--- config.mk ---
export PLATFORM = sky130hd
export DESIGN_NAME = token_scanner
export DESIGN_NICKNAME = d
export VERILOG_FILES = /design/src/ts_pkg.sv /design/src/ts_core.sv /design/src/ts_fifo.sv /design/src/token_scanner.sv
export SDC_FILE = /design/constraint.sdc
export NUM_CORES = 1
export LEC_CHECK = 0
export ABC_AREA = 1
export ABC_CLOCK_PERIOD_IN_PS = 4100
export BUFFER_PORTS_ARGS = -buffer_cell sky130_fd_sc_hd__buf_2
export CAP_MARGIN = 20
export CORE_MARGIN = 2
export CORE_UTILIZATION = 30
export CTS_BUF_LIST = sky130_fd_sc_hd__clkbuf_8
export CTS_CLUSTER_SIZE = 24
export DETAILED_ROUTE_END_ITERATION = 8
export GPL_ROUTABILITY_DRIVEN = 0
export GPL_TIMING_DRIVEN = 0
export HOLD_SLACK_MARGIN = 0.05
export PLACE_DENSITY = 0.49
export RECOVER_POWER = 25
export SLEW_MARGIN = 40
export SYNTH_ARGS = -nofsm -noshare
export SYNTH_HDL_FRONTEND = slang
export SYNTH_SLANG_ARGS = --single-unit
export TNS_END_PERCENT = 30
--- constraint.sdc ---
create_clock -name clk -period 4.1 [get_ports clk]
set_clock_uncertainty 0.05 [all_clocks]
set_input_delay 0.615 -clock clk [delete_from_list [all_inputs] [get_ports clk]]
set_output_delay 0.615 -clock clk [all_outputs]
set_load 0.03 [all_outputs]
--- src/ts_pkg.sv ---
// Shared types, codes and character tables for the token scanner.
package ts_pkg;

  // Scanner modes.
  localparam logic [2:0] MODE_IDLE   = 3'd0;
  localparam logic [2:0] MODE_IDENT  = 3'd1;
  localparam logic [2:0] MODE_NUMBER = 3'd2;
  localparam logic [2:0] MODE_STRING = 3'd3;
  localparam logic [2:0] MODE_HALT   = 3'd4;

  // Token kinds.
  localparam logic [2:0] KIND_IDENT   = 3'd0;
  localparam logic [2:0] KIND_KEYWORD = 3'd1;
  localparam logic [2:0] KIND_NUMBER  = 3'd2;
  localparam logic [2:0] KIND_STRING  = 3'd3;
  localparam logic [2:0] KIND_PUNCT   = 3'd4;
  localparam logic [2:0] KIND_EOF     = 3'd5;
  localparam logic [2:0] KIND_ERROR   = 3'd6;

  // Input actions.
  localparam logic ACT_CHAR = 1'b0;
  localparam logic ACT_END  = 1'b1;

  localparam logic [2:0] KW_NONE  = 3'd0;
  localparam int         KW_COUNT = 6;

  localparam logic [7:0] CH_NEWLINE = 8'h0A;
  localparam logic [7:0] CH_QUOTE   = 8'h22;
  localparam logic [7:0] CH_UNDER   = 8'h5F;

  // Result writes into the output queue for one processed item.
  typedef struct packed {
    logic first;
    logic second;
  } push_t;

  function automatic logic is_alpha(input logic [7:0] c);
    return (c inside {[8'h61:8'h7A], [8'h41:8'h5A]});
  endfunction

  function automatic logic is_digit(input logic [7:0] c);
    return (c inside {[8'h30:8'h39]});
  endfunction

  function automatic logic is_space(input logic [7:0] c);
    return (c inside {8'h20, [8'h09:8'h0D]});
  endfunction

  function automatic logic is_word(input logic [7:0] c);
    return is_alpha(c) || is_digit(c) || (c == CH_UNDER);
  endfunction

  // + - * / = ( ) ; { } [ ] < > , & | !
  function automatic logic is_punct(input logic [7:0] c);
    return (c inside {8'h2B, 8'h2D, 8'h2A, 8'h2F, 8'h3D, 8'h28, 8'h29, 8'h3B, 8'h7B,
                      8'h7D, 8'h5B, 8'h5D, 8'h3C, 8'h3E, 8'h2C, 8'h26, 8'h7C, 8'h21});
  endfunction

  // Keyword lengths: int, return, if, else, while, for.
  function automatic logic [2:0] kw_len(input logic [2:0] k);
    logic [2:0] r;
    case (k)
      3'd0:    r = 3'd3;
      3'd1:    r = 3'd6;
      3'd2:    r = 3'd2;
      3'd3:    r = 3'd4;
      3'd4:    r = 3'd5;
      3'd5:    r = 3'd3;
      default: r = 3'd0;
    endcase
    return r;
  endfunction

  // Character at position idx of keyword k; zero past its end.
  function automatic logic [7:0] kw_char(input logic [2:0] k, input logic [2:0] idx);
    logic [7:0] r;
    case ({k, idx})
      {3'd0, 3'd0}: r = "i";
      {3'd0, 3'd1}: r = "n";
      {3'd0, 3'd2}: r = "t";
      {3'd1, 3'd0}: r = "r";
      {3'd1, 3'd1}: r = "e";
      {3'd1, 3'd2}: r = "t";
      {3'd1, 3'd3}: r = "u";
      {3'd1, 3'd4}: r = "r";
      {3'd1, 3'd5}: r = "n";
      {3'd2, 3'd0}: r = "i";
      {3'd2, 3'd1}: r = "f";
      {3'd3, 3'd0}: r = "e";
      {3'd3, 3'd1}: r = "l";
      {3'd3, 3'd2}: r = "s";
      {3'd3, 3'd3}: r = "e";
      {3'd4, 3'd0}: r = "w";
      {3'd4, 3'd1}: r = "h";
      {3'd4, 3'd2}: r = "i";
      {3'd4, 3'd3}: r = "l";
      {3'd4, 3'd4}: r = "e";
      {3'd5, 3'd0}: r = "f";
      {3'd5, 3'd1}: r = "o";
      {3'd5, 3'd2}: r = "r";
      default:      r = 8'h00;
    endcase
    return r;
  endfunction

endpackage

--- src/ts_core.sv ---
// Scanner state and the single-pass step logic that turns one item into up to two results.
module ts_core #(
  parameter int LINE_BITS   = 20,
  parameter int COLUMN_BITS = 16,
  parameter int LENGTH_BITS = 12,
  localparam int DB = LINE_BITS + COLUMN_BITS + LENGTH_BITS + 11,
  localparam int EW = DB + 4
) (
  input  logic             clk,
  input  logic             rst,
  input  logic             fire,
  input  logic             action,
  input  logic [7:0]       char_code,
  output ts_pkg::push_t    push,
  output logic [EW-1:0]    entry0,
  output logic [EW-1:0]    entry1
);

  localparam logic [LINE_BITS-1:0]   LINE_MAX = '1;
  localparam logic [COLUMN_BITS-1:0] COL_MAX  = '1;
  localparam logic [LENGTH_BITS-1:0] LEN_MAX  = '1;
  localparam logic [LINE_BITS-1:0]   LINE_ONE = LINE_BITS'(1);
  localparam logic [COLUMN_BITS-1:0] COL_ONE  = COLUMN_BITS'(1);

  logic [2:0]             mode, mode_next;
  logic [LINE_BITS-1:0]   line, line_next;
  logic [COLUMN_BITS-1:0] col, col_next;
  logic [COLUMN_BITS-1:0] scol, scol_next;
  logic [LENGTH_BITS-1:0] len, len_next;
  logic [5:0]             kwmask, kwmask_next;

  // Entry layout from the low bit: line, column, length, keyword, char, kind, last.
  function automatic logic [EW-1:0] mk(input logic [2:0] kind,
                                       input logic [LINE_BITS-1:0] l,
                                       input logic [COLUMN_BITS-1:0] cl,
                                       input logic [LENGTH_BITS-1:0] n,
                                       input logic [2:0] kw,
                                       input logic [7:0] ch);
    return {1'b0, kind, ch, kw, n, cl, l};
  endfunction

  logic [2:0]             pend_kw;
  logic                   pend_v, sec_v, idle_path;
  logic [EW-1:0]          pend_r, sec_r;
  logic [LENGTH_BITS-1:0] len_inc;
  logic [LINE_BITS-1:0]   line_step;
  logic [COLUMN_BITS-1:0] col_step;
  logic [5:0]             mask_hit, mask_first;

  always_comb begin
    len_inc   = (len == LEN_MAX) ? len : len + LENGTH_BITS'(1);
    line_step = line;
    col_step  = (col == COL_MAX) ? col : col + COLUMN_BITS'(1);
    if (char_code == ts_pkg::CH_NEWLINE) begin
      line_step = (line == LINE_MAX) ? line : line + LINE_BITS'(1);
      col_step  = COL_ONE;
    end

    // Keyword candidates that survive this character, continuing or starting a word.
    for (int k = 0; k < ts_pkg::KW_COUNT; k++) begin
      mask_hit[k] = (len < LENGTH_BITS'(ts_pkg::kw_len(3'(k)))) &&
                    (ts_pkg::kw_char(3'(k), len[2:0]) == char_code);
      mask_first[k] = (ts_pkg::kw_char(3'(k), 3'd0) == char_code);
    end

    pend_kw = ts_pkg::KW_NONE;
    for (int k = 0; k < ts_pkg::KW_COUNT; k++) begin
      if (kwmask[k] && len == LENGTH_BITS'(ts_pkg::kw_len(3'(k)))) begin
        pend_kw = 3'(k + 1);
      end
    end

    case (mode)
      ts_pkg::MODE_IDENT:  pend_r = mk((pend_kw != ts_pkg::KW_NONE) ? ts_pkg::KIND_KEYWORD
                                       : ts_pkg::KIND_IDENT, line, scol, len, pend_kw, 8'h00);
      ts_pkg::MODE_NUMBER: pend_r = mk(ts_pkg::KIND_NUMBER, line, scol, len,
                                       ts_pkg::KW_NONE, 8'h00);
      default:             pend_r = mk(ts_pkg::KIND_STRING, line, scol, len,
                                       ts_pkg::KW_NONE, 8'h00);
    endcase

    mode_next   = mode;
    line_next   = line;
    col_next    = col;
    scol_next   = scol;
    len_next    = len;
    kwmask_next = kwmask;
    pend_v      = 1'b0;
    sec_v       = 1'b0;
    sec_r       = mk(ts_pkg::KIND_EOF, line, col, '0, ts_pkg::KW_NONE, 8'h00);
    idle_path   = 1'b0;

    if (action == ts_pkg::ACT_END) begin
      if (mode != ts_pkg::MODE_HALT) begin
        pend_v = (mode == ts_pkg::MODE_IDENT) || (mode == ts_pkg::MODE_NUMBER) ||
                 (mode == ts_pkg::MODE_STRING);
        sec_v  = 1'b1;
      end
      mode_next   = ts_pkg::MODE_IDLE;
      line_next   = LINE_ONE;
      col_next    = COL_ONE;
      scol_next   = COL_ONE;
      len_next    = '0;
      kwmask_next = '1;
    end else begin
      case (mode)
        ts_pkg::MODE_HALT: begin
        end
        ts_pkg::MODE_IDENT: begin
          if (ts_pkg::is_word(char_code)) begin
            kwmask_next = kwmask & mask_hit;
            len_next    = len_inc;
            line_next   = line_step;
            col_next    = col_step;
          end else begin
            pend_v    = 1'b1;
            idle_path = 1'b1;
          end
        end
        ts_pkg::MODE_NUMBER: begin
          if (ts_pkg::is_digit(char_code)) begin
            len_next  = len_inc;
            line_next = line_step;
            col_next  = col_step;
          end else begin
            pend_v    = 1'b1;
            idle_path = 1'b1;
          end
        end
        ts_pkg::MODE_STRING: begin
          if (char_code == ts_pkg::CH_QUOTE) begin
            pend_v    = 1'b1;
            mode_next = ts_pkg::MODE_IDLE;
          end else begin
            len_next = len_inc;
          end
          line_next = line_step;
          col_next  = col_step;
        end
        default: idle_path = 1'b1;
      endcase

      // Between tokens; a pending word or number leaves line and column untouched.
      if (idle_path) begin
        mode_next = ts_pkg::MODE_IDLE;
        if (ts_pkg::is_space(char_code)) begin
          line_next = line_step;
          col_next  = col_step;
        end else if (ts_pkg::is_alpha(char_code) || char_code == ts_pkg::CH_UNDER) begin
          mode_next   = ts_pkg::MODE_IDENT;
          scol_next   = col;
          len_next    = LENGTH_BITS'(1);
          kwmask_next = mask_first;
          line_next   = line_step;
          col_next    = col_step;
        end else if (ts_pkg::is_digit(char_code)) begin
          mode_next = ts_pkg::MODE_NUMBER;
          scol_next = col;
          len_next  = LENGTH_BITS'(1);
          line_next = line_step;
          col_next  = col_step;
        end else if (char_code == ts_pkg::CH_QUOTE) begin
          mode_next = ts_pkg::MODE_STRING;
          scol_next = col_step;
          len_next  = '0;
          line_next = line_step;
          col_next  = col_step;
        end else if (ts_pkg::is_punct(char_code)) begin
          sec_v     = 1'b1;
          sec_r     = mk(ts_pkg::KIND_PUNCT, line, col, LENGTH_BITS'(1),
                         ts_pkg::KW_NONE, char_code);
          line_next = line_step;
          col_next  = col_step;
        end else begin
          sec_v     = 1'b1;
          sec_r     = mk(ts_pkg::KIND_ERROR, line, col, '0, ts_pkg::KW_NONE, char_code);
          mode_next = ts_pkg::MODE_HALT;
        end
      end
    end

    // The first slot takes the pending token when there is one; last marks the final slot.
    entry0       = pend_v ? pend_r : sec_r;
    entry0[EW-1] = !(pend_v && sec_v);
    entry1       = sec_r;
    entry1[EW-1] = 1'b1;
    push.first   = fire && (pend_v || sec_v);
    push.second  = fire && pend_v && sec_v;
  end

  always_ff @(posedge clk) begin
    if (rst) begin
      mode   <= ts_pkg::MODE_IDLE;
      line   <= LINE_ONE;
      col    <= COL_ONE;
      scol   <= COL_ONE;
      len    <= '0;
      kwmask <= '1;
    end else if (fire) begin
      mode   <= mode_next;
      line   <= line_next;
      col    <= col_next;
      scol   <= scol_next;
      len    <= len_next;
      kwmask <= kwmask_next;
    end
  end

endmodule

--- src/ts_fifo.sv ---
// Four-entry result queue that takes up to two results a cycle and gives one.
module ts_fifo #(
  parameter int EW = 64
) (
  input  logic          clk,
  input  logic          rst,
  input  ts_pkg::push_t push,
  input  logic [EW-1:0] entry0,
  input  logic [EW-1:0] entry1,
  output logic          room,
  output logic          out_valid,
  input  logic          out_ready,
  output logic [EW-1:0] out_entry
);

  logic [EW-1:0] mem [4];
  logic [1:0]    wp, rp;
  logic [2:0]    count, count_next;
  logic          pop;

  assign pop       = out_valid && out_ready;
  assign out_valid = (count != 3'd0);
  assign out_entry = mem[rp];
  // Two free places are kept so that any item can be taken.
  assign room      = (count <= 3'd2);

  always_comb begin
    count_next = count + 3'(push.first) + 3'(push.second) - 3'(pop);
  end

  always_ff @(posedge clk) begin
    if (push.first) begin
      mem[wp] <= entry0;
    end
    if (push.second) begin
      mem[wp + 2'd1] <= entry1;
    end
  end

  always_ff @(posedge clk) begin
    if (rst) begin
      wp    <= '0;
      rp    <= '0;
      count <= '0;
    end else begin
      wp    <= wp + 2'(push.first) + 2'(push.second);
      rp    <= rp + 2'(pop);
      count <= count_next;
    end
  end

endmodule

--- src/token_scanner.sv ---
// Top level of the token scanner: input register, scanner core and result queue.
// Path: an accepted byte is held in the input register, and when the result queue has room the
// core step writes its results into the queue, from which they are offered on the m_ port.
// Throughput: one byte per cycle while the result queue has room; items that give two results
// are held back in steady streaming by the single result port draining the four-entry queue.
// Reset (rst, synchronous): scanner returns to line 1, column 1, between tokens,
// and the input register and result queue are emptied.
module token_scanner #(
  parameter int LINE_BITS   = 20,
  parameter int COLUMN_BITS = 16,
  parameter int LENGTH_BITS = 12,
  localparam int DB  = LINE_BITS + COLUMN_BITS + LENGTH_BITS + 11,
  localparam int ODW = ((DB + 7) / 8) * 8,
  localparam int EW  = DB + 4
) (
  input  logic           clk,
  input  logic           rst,
  input  logic           s_tvalid,
  output logic           s_tready,
  input  logic [7:0]     s_tdata,   // char_code
  input  logic           s_tuser,   // action
  output logic           m_tvalid,
  input  logic           m_tready,
  // line, column, length, keyword_number, token_char, zero fill
  output logic [ODW-1:0] m_tdata,
  output logic [2:0]     m_tuser,   // token_kind
  output logic           m_tlast
);

  logic          in_valid;
  logic          in_action;
  logic [7:0]    in_char;
  logic          room, fire;
  ts_pkg::push_t push;
  logic [EW-1:0] entry0, entry1, out_entry;

  assign fire     = in_valid && room;
  assign s_tready = !in_valid || room;

  always_ff @(posedge clk) begin
    if (rst) begin
      in_valid <= 1'b0;
    end else if (s_tready) begin
      in_valid <= s_tvalid;
    end
  end

  always_ff @(posedge clk) begin
    if (s_tready && s_tvalid) begin
      in_action <= s_tuser;
      in_char   <= s_tdata;
    end
  end

  ts_core #(
    .LINE_BITS   (LINE_BITS),
    .COLUMN_BITS (COLUMN_BITS),
    .LENGTH_BITS (LENGTH_BITS)
  ) u_core (
    .clk       (clk),
    .rst       (rst),
    .fire      (fire),
    .action    (in_action),
    .char_code (in_char),
    .push      (push),
    .entry0    (entry0),
    .entry1    (entry1)
  );

  ts_fifo #(
    .EW (EW)
  ) u_fifo (
    .clk       (clk),
    .rst       (rst),
    .push      (push),
    .entry0    (entry0),
    .entry1    (entry1),
    .room      (room),
    .out_valid (m_tvalid),
    .out_ready (m_tready),
    .out_entry (out_entry)
  );

  assign m_tdata = ODW'(out_entry[DB-1:0]);
  assign m_tuser = out_entry[DB+2:DB];
  assign m_tlast = out_entry[EW-1];

endmodule
# After elaboration in Yosys (flattened, before gate mapping)
# Memories as Yosys holds them, arrays and structs flattened. A register that Yosys moved wholly into a read port is not among the register bits.
# Index checks and enable logic that the tools add are counted.
# classes
order_cmp	14
add_sub_neg	10
n_bitwise	1
eq_ne	52
n_mux	98
n_reduce_logical	47
# ops
cell	count
62-bit 2-to-1 mux	6
16-bit 2-to-1 mux	17
20-bit 2-to-1 mux	11
62-bit case mux with 2 select lines	1
61-bit 2-to-1 mux	2
8-bit by 6-bit equality test with 1-bit output (second input constant)	15
12-bit 2-to-1 mux	10
7-bit case mux with 5 select lines	2
7-bit case mux with 3 select lines	3
20-bit case mux with 3 select lines	1
7-bit by 8-bit equality test with 1-bit output	6
8-bit by 7-bit equality test with 1-bit output (second input constant)	6
16-bit case mux with 3 select lines	1
7-bit by 8-bit equality test with 1-bit output (first input constant)	5
12-bit by 3-bit equality test with 1-bit output (second input constant)	3
12-bit by 3-bit less-than comparator with 1-bit output (second input constant)	3
3-bit 2-to-1 mux	12
6-bit 2-to-1 mux	6
12-bit case mux with 3 select lines	1
12-bit by 2-bit equality test with 1-bit output (second input constant)	2
12-bit by 2-bit less-than comparator with 1-bit output (second input constant)	2
1-bit logical AND	23
20-bit by 1-bit adder with 20-bit output (second input constant)	1
20-bit equality test (second input constant)	1
other kinds (36)	82
# totals
ramBits	252
in_bits	13
reg_bits	90
output_inout_bits	70
wordCells	235
n_memories	1
# memory_table
memory	depth	word_bits	rd	rd_clocked_by_memory_dff	wr	line	text
u_fifo.mem	4	63	1	1	2	ts_fifo.sv:16	logic [EW-1:0] mem [4];

# Logic depth before layout (Yosys ltp)
# depth
depth_word	15
depth_mapped	18
mapped_depth_nobuf	17

# Hierarchy
# Synthesis repeated with hierarchy kept, for this count alone.
# hier_totals
cells_unflattened	3250
hier_area_um2	22733.1
# by_module_without_submodules
mod	cells_per_inst	n_inst	area_each_um2	seq_area_each_um2
ts_fifo	1890	1	14920.6	7707.4
ts_core	1337	1	7445.9	1461.4
token_scanner	23	1	366.6	290.3

# Worst setup path after synthesis
# OpenSTA, ideal clock, no wires.
# synth_timing
kind	register to register
startpoint	register in_char[4]
endpoint	register u_fifo.count[2]
slack_ns	1.009
setup_time_ns	0.128
arrival_ns	2.913
stages_incl_launch_ff	19
path_cell_list	edfxtp_1 buf_4 inv_2 nand3_1 nor2_4 nand2_1 nand2_1 inv_2 nand3_2 nand2_2 buf_6 nand3_4 nand2_2 ha_1 inv_1 fa_1 fa_1 xor2_1 nor2_1
# synth_between
elab_chain_cells	15
elab_cells_between_ends	40
cone_classes	3 x add/sub; 8 x order compare; 3 x eq/ne; 13 x mux; 13 x reduce/logical
# synth_lines
item	line	text
from (decl)	token_scanner.sv:32	logic [7:0] in_char;
from (signal assigned)	token_scanner.sv:51	in_char <= s_tdata;
8-bit by 7-bit greater-or-equal comparator with 1-bit output / 8-bit by 7-bit less-or-equal comparator with 1-bit output (equally long branches)	ts_pkg.sv:38	return (c inside {[8'h61:8'h7A], [8'h41:8'h5A]});
1-bit logical AND	ts_pkg.sv:38	
2-bit nonzero test	ts_pkg.sv:38	
1-bit logical OR (2 in series)	ts_pkg.sv:50	return is_alpha(c) || is_digit(c) || (c == CH_UNDER);
1-bit 2-to-1 mux	ts_core.sv:110	if (ts_pkg::is_word(char_code)) begin
1-bit case mux with 3 select lines	ts_core.sv:106	case (mode)
1-bit 2-to-1 mux	ts_core.sv:93	if (action == ts_pkg::ACT_END) begin
1-bit 2-to-1 mux	ts_core.sv:144	if (idle_path) begin
1-bit 2-to-1 mux	ts_core.sv:93	
1-bit logical OR	ts_core.sv:187	push.first = fire && (pend_v || sec_v);
1-bit logical AND	ts_core.sv:187	
3-bit by 1-bit adder with 3-bit output	ts_fifo.sv:28	count_next = count + 3'(push.first) + 3'(push.second) - 3'(pop);
3-bit by 1-bit adder with 3-bit output *	ts_fifo.sv:28	
3-bit by 1-bit subtractor with 3-bit output *	ts_fifo.sv:28	
to (signal assigned)	ts_fifo.sv:48	count <= count_next;
to (decl)	ts_fifo.sv:18	logic [2:0] count, count_next;
# Every way passes the cells marked *; elsewhere a longest branch is shown, timed or not. The select of a mux whose other input is x is not followed.
# A chain may end at the register's enable or synchronous reset.

==> flow_summary.yaml <==
status:
  status: "complete, no violations"
worst_setup_path:
  critPathCaptureType: "output port"
  path_class: "reg2out"
  r2r_cells: 16
  path_buf_inv: 5
  crit_start: "u_fifo.rp[0]$_SDFF_PP0_"
  crit_chain: "clkbuf_2 -> inv_1 -> clkbuf_2 -> clkbuf_1 -> nor2_1 -> o22ai_1 -> buf_2"
  path_max_fanout: 10
  cp-endpoint: "m_tuser[0]"
  path_common_cell: "clkbuf_2"
  r2r_start: "in_char[7]$_DFFE_PP_"
  worst_setup_path_start_kind: "flop"
  regToRegEndpoint: "u_fifo.mem[0][3]$_DFFE_PP_"
  r2r_slack_ns: 0.23
  max_stage_delay_ns: 0.53
  worstPathArrival_ns: 3.29
  crit_cells: 7
  critical_path.top_delay_family: "buffers and inverters"
  critPathSlowestCell: "clkbuf_1"
  crit_required_ns: 3.43
floorplan:
  dieWidth_um: 255
  num_io_pins: 83
  num_rows: 91
  die_y_um: 255
  floorplan.initialDensity: 0.304
  die_area_sq_mm: 0.0648
  core_area_sq_mm: 0.0619
route:
  dr_total_vias: 18200
  avgViaCountPerCell: 5.10
  drt_iter0_drc: 2037
  firstDrtPassIters: 6
  ant_nets: 0
  drc_errors: 0
  wl_mm: 68.8
  wire_per_inst_um: 19.2
cells_and_area:
  nNetsFinal: 2715
  final_core_util: 0.348
  final_cell_mix: "nand2_1 (544), nor2_1 (384), o21ai_0 (257)"
  final_cell_area_sq_mm: 0.0216
  final.fill_count: 6647
  final_common_cell: "nand2_1"
  areaGrowthSynthToFinish_pct: 14.5
  drive_above_1_share: 0.0866
cts:
  cts-buffers-inserted: 59
  cts-root-buf: "clkbuf_8"
  clock-sinks: 342
  cts_tree: "built"
  clock_latency_ns: 0.67
  post_cts_buffers: 0
  clk_path_buf_depth: 3
  clk_pin_slew_ns: 0.06
  h-tree-depth: 2
sta:
  totalNegativeSetupSlack_ns: 0
  fin_crit_sh: 0.965
  fmax_mhz: 253
  slew_headroom: 0.448
  fin_crit_ns: 3.96
  finalHoldViolCount: 0
  worst_pin_slew_ns: 0.825
  rsz0062_at_grt: "true"
  final_max_slew_viol_count: 0
  finalSetupViolCount: 0
synth:
  ys_ff_latch: 342
  synth.avg_cell_area_sq_um: 7.43
  syn-cell-area_sq_mm: 0.0188
  ys_warn_count: 0
  synth_edf_count: 197
  ys.flop_type: "edfxtp_1"
  ys_seq_area_frac: 0.468
  synth_cell_types: 45
  async_flop_share: 0
  netlist_instances: 2536
global_route:
  grt_overflow: 0
  grt_pass1_wl_mm: 105
  antenna_found_initial: 1
  grt_pass1_vias: 17500
  grt_max_degree: 50
  grt_usage: 0.211
flow_run:
  max_cap_violations: 0
power_and_ir_drop:
  ir_drop_uv: 263
  power.density_mw_per_mm2: 522
  power_leakage_uw: 0.00826
place:
  place_area_sq_mm: 0.0204
  portBuffers: 76
  hpwl_mm: 50.3
hold_path:
  hp-class: "in2reg"
per-stage QoR:
stage / total power (uW) / cells / worst slack (ns) / hold WS (ns)
4_1_cts: 11400 / 3573 / 0.00756 / 0.144
6_report: 11300 / 3574 / 0.142 / 0.190
2_1_floorplan: 6870 / 2540 / 1.01 / 0.372
5_1_grt: 11900 / 3574 / -0.0287 / 0.176
3_5_place_dp: 8310 / 3456 / 0.0771 / 0.395
3_3_place_gp: 8260 / 3453 / -0.405 / 0.385
power by group:
group	switching [uW]	internal [uW]	total, uW	leakage (uW)
clock	1490	1540	3040	0.000671
combinational	3010	1020	4030	0.00480
sequential	177	4010	4190	0.00280
total	4680	6570	11300	0.00826
worst reg2reg max path: stages (launching register included):
cell and delay, ns:
edfxtp_1 0.53, inv_1 0.18, nand2_1 0.06, nor2_1 0.13, nand2_1 0.21, nand2_1 0.20, nand2_1 0.10, inv_1 0.10
nand3_2 0.14, nand2_1 0.25, nor2_2 0.09, nand3_1 0.44, nand2_4 0.34, buf_12 0.29, inv_2 0.12, buf_2 0.28
nor2_1 0.08
flip-flops by register name, indices dropped and copies added, names as in the netlist:
register,cells
u_core.kwmask,6
u_core.len,12
u_fifo.wp,2
in_action,1
u_core.mode,3
u_core.col,16
u_fifo.count,3
u_core.scol,16
u_fifo.rp,2
in_char,8
u_fifo.mem,252
u_core.line,20
in_valid,1
logic make-up (layout without fill, tap and decap cells):
group | count (synthesis) | in the layout | synth area share
and+or+nand+nor | 1251 | 1251 | 0.279
AOI/OAI and AO/OA | 510 | 510 | 0.142
buffers and inverters | 380 | 576 | 0.0838
DFF | 342 | 342 | 0.468
xor gates and xnor gates | 39 | 39 | 0.0181
adders and majority gates | 13 | 13 | 0.00983
other | 1 | 6 | 0.000199
worst min path at each step:
stage / cells past startpoint / startpoint / to
4_1_cts: 3 / s_tvalid / in_valid$_SDFFE_PP0N_
3_3_place_gp: 2 / u_fifo.mem[1][61]$_SDFFE_PP1P_ / u_fifo.mem[1][61]$_SDFFE_PP1P_
5_1_grt: 3 / s_tvalid / in_valid$_SDFFE_PP0N_
6_report: 3 / s_tvalid / in_valid$_SDFFE_PP0N_
2_1_floorplan: 2 / u_fifo.mem[1][61]$_SDFFE_PP1P_ / u_fifo.mem[1][61]$_SDFFE_PP1P_
3_5_place_dp: 2 / u_fifo.mem[2][40]$_SDFFE_PP0P_ / u_fifo.mem[2][40]$_SDFFE_PP0P_
cells in the mapped netlist, types with 3 or more instances:
cell,number,area [sq um]
nand4_1,35,219
nand2_1,541,2030
edfxtp_1,197,5920
o211ai_1,10,75.1
clkinv_1,4,15.0
nor3_1,29,145
buf_1,13,48.8
o21ai_1,76,380
a21oi_1,124,621
nor2_1,385,1450
buf_2,39,195
buf_6,8,90.1
dfxtp_1,145,2900
inv_1,203,762
inv_2,13,48.8
xor2_1,37,324
clkbuf_1,87,327
o22ai_1,51,319
nand3_4,4,70.1
nand3_1,230,1150
ha_1,10,125
nor2_2,6,37.5
buf_4,11,82.6
o21ai_0,240,1200
fa_1,3,60.1
nand2_2,11,68.8
cell type report:
| cell class | count | area, sq um | area share |
|---|---|---|---|
| Antenna cell | 1 | 2.50 | 0.000116 |
| Buffer | 160 | 746 | 0.0346 |
| Clock buffer | 67 | 922 | 0.0427 |
| Clock inverter | 41 | 194 | 0.00899 |
| Inverter | 220 | 826 | 0.0383 |
| Multi-Input combinational cell | 1818 | 8480 | 0.393 |
| Sequential cell | 342 | 8820 | 0.409 |
| Tap cell | 837 | 1050 | 0.0485 |
| Timing Repair Buffer | 88 | 542 | 0.0251 |
routing by layer:
layer | global-route usage | vias to the layer above | share of wire
met3 | 0.0293 | 122 | 0.063
met4 | 0.0650 | 0 | 0.028
li1 | - | 8755 | -
met2 | 0.347 | 666 | 0.46
met5 | 0 | - | 0
met1 | 0.287 | 8693 | 0.45
timing repair:
item	CTS	global route
setup endpoints to repair	63	16
gates resized for setup	5	6
endpoints found under the hold margin	9	0
hold buffers	9	0
cloned	0	0
No activity file was read; power rests on OpenSTA's default activity.
